[config.mk]
export PLATFORM = sky130hd
export DESIGN_NAME = pidaw_mul
export DESIGN_NICKNAME = d
export VERILOG_FILES = /design/src/rtl/core/pidaw_pkg.sv /design/src/rtl/core/pidaw_mul.sv
export SDC_FILE = /design/constraint.sdc
export NUM_CORES = 1
export LEC_CHECK = 0
export ABC_AREA = 1
export BUFFER_PORTS_ARGS = -buffer_cell sky130_fd_sc_hd__buf_2
export CORE_MARGIN = 2
export CORE_UTILIZATION = 52
export DETAILED_ROUTE_END_ITERATION = 8
export HOLD_SLACK_MARGIN = 0.05
export PLACE_DENSITY = 0.78
export SLEW_MARGIN = 10
export SYNTH_ARGS = -nofsm -noshare
export SYNTH_HDL_FRONTEND = slang
export SYNTH_SLANG_ARGS = --single-unit
[constraint.sdc]
create_clock -name clk_i -period 2.2 [get_ports clk_i]
set_input_delay 0.66 -clock clk_i [delete_from_list [all_inputs] [get_ports clk_i]]
set_output_delay 0.66 -clock clk_i [all_outputs]
set_load 0.05 [all_outputs]
[src/rtl/core/pidaw_pkg.sv]
// Shared types and constants for the PID controller with anti-windup.
package pidaw_pkg;

  localparam int unsigned DEFAULT_SCALE = 1000;
  localparam longint     MAX_INTEGRAL  = 64'sd1000000000;
  localparam int unsigned MS_PER_S      = 1000;

  localparam int unsigned MUL_AW = 66;
  localparam int unsigned MUL_BW = 32;
  localparam int unsigned MUL_PW = MUL_AW + MUL_BW;
  localparam int unsigned DIV_NW = 82;
  localparam int unsigned DIV_DW = 32;
  localparam int unsigned SUM_W  = DIV_NW + 2;

  typedef enum logic [1:0] {
    MODE_UPDATE = 2'd0,
    MODE_RESET  = 2'd1,
    MODE_LOAD   = 2'd2
  } mode_e;

  typedef enum logic [2:0] {
    CFG_GAIN_P     = 3'd0,
    CFG_GAIN_I     = 3'd1,
    CFG_GAIN_D     = 3'd2,
    CFG_GAIN_SCALE = 3'd3,
    CFG_DEAD_ZONE  = 3'd4,
    CFG_DRIVE_MIN  = 3'd5,
    CFG_DRIVE_MAX  = 3'd6,
    CFG_OPTIONS    = 3'd7
  } cfg_idx_e;

  typedef enum logic [4:0] {
    S_IDLE, S_ERR, S_DZ, S_CHG, S_PM, S_PD, S_IM1, S_IM2, S_ID, S_IADD,
    S_ICLAMP, S_AD, S_DM1, S_DM2, S_DD, S_OUT, S_LD1, S_LD2, S_UN, S_RES
  } state_e;

  typedef struct packed {
    logic busy;
    logic done;
  } unit_stat_t;

endpackage

[src/rtl/core/pidaw_mul.sv]
// Bit-serial unsigned shift-add multiplier, one multiplier bit per cycle.
module pidaw_mul (
  input  logic                             clk_i,
  input  logic                             rst_ni,
  input  logic                             start_i,
  input  logic [pidaw_pkg::MUL_AW-1:0]     a_i,
  input  logic [pidaw_pkg::MUL_BW-1:0]     b_i,
  output pidaw_pkg::unit_stat_t            stat_o,
  output logic [pidaw_pkg::MUL_PW-1:0]     prod_o
);

  localparam int unsigned CW = $clog2(pidaw_pkg::MUL_BW);

  logic [pidaw_pkg::MUL_PW-1:0] acc_q;
  logic [pidaw_pkg::MUL_AW-1:0] a_q;
  logic [CW-1:0]                cnt_q;
  logic                         busy_q, done_q;
  logic [pidaw_pkg::MUL_AW:0]   t;

  assign t = {1'b0, acc_q[pidaw_pkg::MUL_PW-1:pidaw_pkg::MUL_BW]} +
             (acc_q[0] ? {1'b0, a_q} : '0);

  always_ff @(posedge clk_i or negedge rst_ni) begin
    if (!rst_ni) begin
      busy_q <= 1'b0;
      done_q <= 1'b0;
      cnt_q  <= '0;
    end else begin
      done_q <= 1'b0;
      if (start_i) begin
        busy_q <= 1'b1;
        cnt_q  <= '0;
      end else if (busy_q) begin
        cnt_q <= cnt_q + 1'b1;
        if (cnt_q == CW'(pidaw_pkg::MUL_BW - 1)) begin
          busy_q <= 1'b0;
          done_q <= 1'b1;
        end
      end
    end
  end

  always_ff @(posedge clk_i) begin
    if (start_i) begin
      acc_q <= {{pidaw_pkg::MUL_AW{1'b0}}, b_i};
      a_q   <= a_i;
    end else if (busy_q) begin
      acc_q <= {t, acc_q[pidaw_pkg::MUL_BW-1:1]};
    end
  end

  assign stat_o = '{busy: busy_q, done: done_q};
  assign prod_o = acc_q;

endmodule

# Word-level counts from Yosys, hierarchy flattened
# Index checks and enable logic that the tools add are counted.
# word_totals
word_cells,21
out_inout_bits,100
ff_bits,171
# op_classes
n_eq_ne,1
n_reduce_logical,1
n_addsub,2
n_mux,11
# op_table
op,n
$add 66x66->67,1
$mux 66,1
$mux 32,2
$mux 5,2
$mux 1,6
$add 5x1->5 const B,1
$eq 5x5->1 const B,1
$reduce_bool 2->1,1

# Depth between registers and ports, before layout
# depth
depth_word,4
mapped_depth,19
mapped_depth_nobuf,18

# Worst setup path before layout
# OpenSTA, ideal clock, no wires.
# synth_path
path_kind,reg-to-reg
from,"register acc_q, in the netlist prod_o[0]"
to,"register acc_q, in the netlist prod_o[91]"
period_less_slack_ns,2.720
path_buffers,1
setup_slack_ns,-0.520
t_arrival_ns,2.606
path_stages_with_launch,19
required_ns,2.087
setup_ns,0.113
path_cell_list,edfxtp_1 > clkbuf_1 > nand2_1 > inv_1 > ha_1 > inv_1 > fa_1 > o21ai_2 > nand2_2 > nand2_4 > nand2_2 > nand2_2 > nand2_1 > nand2_2 > nand2_1 > nand2_1 > nand2_1 > nand3_1 > nand2_1
# synth_via
elab_chain_cells,2
# synth_rtl
item,line_no,source
"start, declared",pidaw_mul.sv:14,logic [pidaw_pkg::MUL_PW-1:0] acc_q;
"start signal, assigned",pidaw_mul.sv:45,"acc_q <= {{pidaw_pkg::MUL_AW{1'b0}}, b_i};"
"start signal, assigned",pidaw_mul.sv:48,"acc_q <= {t, acc_q[pidaw_pkg::MUL_BW-1:1]};"
$mux 66,pidaw_mul.sv:21,"(acc_q[0] ? {1'b0, a_q} : '0);"
$add 66x66->67,pidaw_mul.sv:20,"assign t = {1'b0, acc_q[pidaw_pkg::MUL_PW-1:pidaw_pkg::MUL_BW]} +"
# No other way between the ends.
# A chain may end at the register's enable or synchronous reset.

# Worst setup path in the final report
# layout_path
from,"register acc_q, in the netlist prod_o[0]"
to,"register acc_q, in the netlist prod_o[48]"
# The elaborated chain is that of the path after synthesis.

==> impl_metrics.env <==
export IMPL_setup_slack_ps=-555.7
export IMPL_comb_power_share_pct=44.6
export IMPL_initial_core_util_pct=52.64
export IMPL_grt_pass1_vias=13270
export IMPL_leakage_nw=9.717
export IMPL_crit_family="buffers and inverters"
export IMPL_slew_headroom_pct=57.63
export IMPL_async_reset_ff_share_pct=4.094
export IMPL_via_count=14660
export IMPL_remaining_drc_errors=0
export IMPL_synth_cell_types=39
export IMPL_max_cap_violations=0
export IMPL_die_area_mm2=0.02400
export IMPL_crit_required_ps=2510
export IMPL_coreArea_mm2=0.02250
export IMPL_synth_most_common_cell="nand2_1"
export IMPL_ys_dominant_reg_cell="edfxtp_1"
export IMPL_path_clk_slew_ps=90
export IMPL_synthTopCellsByCount="nand2_1, inv_1, nor2_1"
export IMPL_clock_latency_ps=460
export IMPL_finClkSkew_ps=20.65
export IMPL_crit_arrival_ps=3070
export IMPL_p_clk_share_pct=24.8
export IMPL_power_frac_seq_pct=30.6
export IMPL_cp_end_kind="flip-flop"
export IMPL_grt_pass1_wl_um=70120
export IMPL_rows=55
export IMPL_path_class="reg -> reg"
export IMPL_hold_class="in -> reg"
export IMPL_yosys_area_top_type_share_pct=24.84
export IMPL_cts_inserted_buffers=17
export IMPL_h_tree_depth=4
export IMPL_ios=201
export IMPL_synth_seq_cells=171
export IMPL_worstMarginPinSlew_ps=635.6
export IMPL_outcome="complete, but fails checks"
export IMPL_dieWidth_um=154.9
export IMPL_period_share_pct=125.3
export IMPL_dr_pass1_iters=5
export IMPL_violations="negative setup slack"
export IMPL_cp_buffers_inverters=7
export IMPL_ir_drop_v=0.0006458
export IMPL_fmax_mhz=362.9
export IMPL_grt_remaining_overflow=0
export IMPL_drive_gt1_share_pct=50.45
export IMPL_drt_total_wl_um=53300
export IMPL_fin_hold_ws_ps=367.6
export IMPL_synth_area_leader_cell="edfxtp_1"
export IMPL_power_internal_mw=7.773
export IMPL_ant_nets=0
export IMPL_post_dp_hpwl_um=34600
export IMPL_vias_per_cell=5.820
export IMPL_yosysSeqAreaShare_pct=37.48
export IMPL_rsz0062_at_grt="yes"
export IMPL_crit_chain="buf_12, clkbuf_16, nand2_1, inv_1, ha_4, nand2_4, inv_1, a21oi_4, o21ai_2, inv_1, nand2_2, buf_4, buf_4, o21ai_1, nand2_1"
export IMPL_stdcell_area_mm2=0.01918
export IMPL_syn_num_nets=1950
export IMPL_grt_max_degree=55
export IMPL_maxSlewViolCount=0
export IMPL_antenna_found_initial=1
export IMPL_yosysWarnings=0
export IMPL_p_switching_mw=5.809
export IMPL_crit_slowest_cell="edfxtp_1"
export IMPL_period_needed_ps=2756
export IMPL_synth_top_cells_by_area="edfxtp_1, nand2_1, dfxtp_1"
export IMPL_placement_cell_area_mm2=0.01526
export IMPL_crit_fanout=7
export IMPL_cts_tree="built"
export IMPL_crit_top_cell="inv_1"
export IMPL_setup_viol=65
export IMPL_wl_per_cell_um=21.17
export IMPL_port_buffers=200
export IMPL_syn_mean_instance_area_um2=6.655
export IMPL_numClockSinks=171
export IMPL_netSwitchingFraction_pct=42.77
export IMPL_track_usage_pct=37.77
export IMPL_syn_to_final_growth_pct=61.92
export IMPL_synthesis_area_mm2=0.01185
export IMPL_powerDensity_mw_per_mm2=708.2
export IMPL_dieHeight_um=154.9
export IMPL_routabilityCongestion=1.025
export IMPL_finalHoldViolations=0
export IMPL_synth_enable_flop_cells=98
export IMPL_syn_inst=1780
export IMPL_fin_nets=2389
export IMPL_slowest_delay_ps=420
export IMPL_root_buffer="clkbuf_16"
export IMPL_drt_iter0_drc=1436
export IMPL_cts_max_path_buffers=2
export IMPL_critPathLaunchType="flip-flop"
routing by layer:
metal / GRT usage, % / wire, um
met1: 51.58 / 20230
met2: 60.91 / 24260
met3: 6.825 / 6001
met4: 12.35 / 2810
met5: 0 / 0
placed cells by master, fill, tap and decap left out, drive strengths merged:
cell type and count:
nand2 698, buf 446, inv 326, nor2 139, a21oi 115, edfxtp 98
nand3 77, o21ai 77, ha 68, dfxtp 66, nor3 25, clkbuf 21
nand4 11, nand3b 10, xnor2 10, or2 8, clkinv 8, a32o 7
dfrtp 7, o21bai 6, nor4 2, diode 1, xor2 1, a31oi 1
a22o 1, o311ai 1, fa 1, bufinv 1, dlygate4sd3 1
power by group through the flow:
| stage | Combinational [mW] | Sequential [mW] | Clock [mW] |
|---|---|---|---|
| after detailed placement | 4.35 | 4.15 | 0 |
| final | 6.06 | 4.16 | 3.37 |
| after global placement | 4.29 | 4.15 | 0 |
| after global routing | 6.28 | 4.19 | 3.47 |
| after floorplan | 1.79 | 4.99 | 0 |
| after CTS | 4.92 | 4.13 | 3.31 |
worst register-to-register path: cells and delay by family (launching register included):
family | cells | cell delay, ps
buf+inv | 7 | 890
compound gates | 3 | 720
flops | 1 | 420
simple gates | 4 | 340
fa+ha+maj | 1 | 250
cell type report:
cell class | count | area, um2
inverter | 320 | 1219
multi-input combinational | 1258 | 9320
clock inverter | 15 | 215.2
timing repair buffer | 451 | 3202
fill | 1249 | 3323
antenna | 1 | 2.502
tap | 285 | 356.6
clock buffer | 17 | 425.4
sequential | 171 | 4439
through the flow:
step / total power [mW] / worst slack, ps / cells / utilization [%] / TNS (ps)
detailed placement: 8.503 / -524.0 / 2429 / 67.80 / -17750
finish: 13.58 / -555.7 / 2518 / 85.23 / -19460
floorplan: 6.776 / -336.6 / 1780 / - / -10360
global route: 13.94 / -599.4 / 2517 / 85.22 / -23380
global placement: 8.432 / -477.0 / 2429 / 67.80 / -15320
CTS: 12.35 / -310.6 / 2483 / 76.63 / -11580
state kept, by name, summed over array words and instances, names as in the netlist:
| signal | cells |
|---|---|
| a_q | 66 |
| busy_q | 1 |
| cnt_q | 5 |
| done_q | 1 |
| prod_o | 98 |
final timing paths:
path                       slack, ps  cells past startpoint         end        from
max                             -560                     15  prod_o[48]   prod_o[0]
min                              370                      1     a_q[65]     a_i[65]
max reg2reg                     -560                     15  prod_o[48]   prod_o[0]
min reg2reg                      500                      2  prod_o[95]  prod_o[95]
max in group asynchronous       1480                      2      busy_q      rst_ni
min in group asynchronous        570                      2    cnt_q[1]      rst_ni
cells by family after synthesis:
| family | after synthesis | synth area share [%] |
|---|---|---|
| AOI/OAI and AO/OA | 208 | 9.475 |
| buffers and inverters | 351 | 11.22 |
| DFF | 171 | 37.48 |
| xor gates and xnor gates | 11 | 0.8133 |
| adders and majority gates | 69 | 7.352 |
| and+or+nand+nor | 970 | 33.66 |
repair_timing:
| action | 4_1_cts | 5_1_grt |
|---|---|---|
| pin swaps | 51 | 125 |
| endpoints found under the hold margin | 7 | 0 |
| gates cloned | 1 | 4 |
| setup buffers | 20 | 32 |
| resized for setup | 283 | 468 |
| setup endpoints to repair | 62 | 64 |
| hold buffers | 1 | 0 |
No activity file was read; power rests on OpenSTA's default activity.
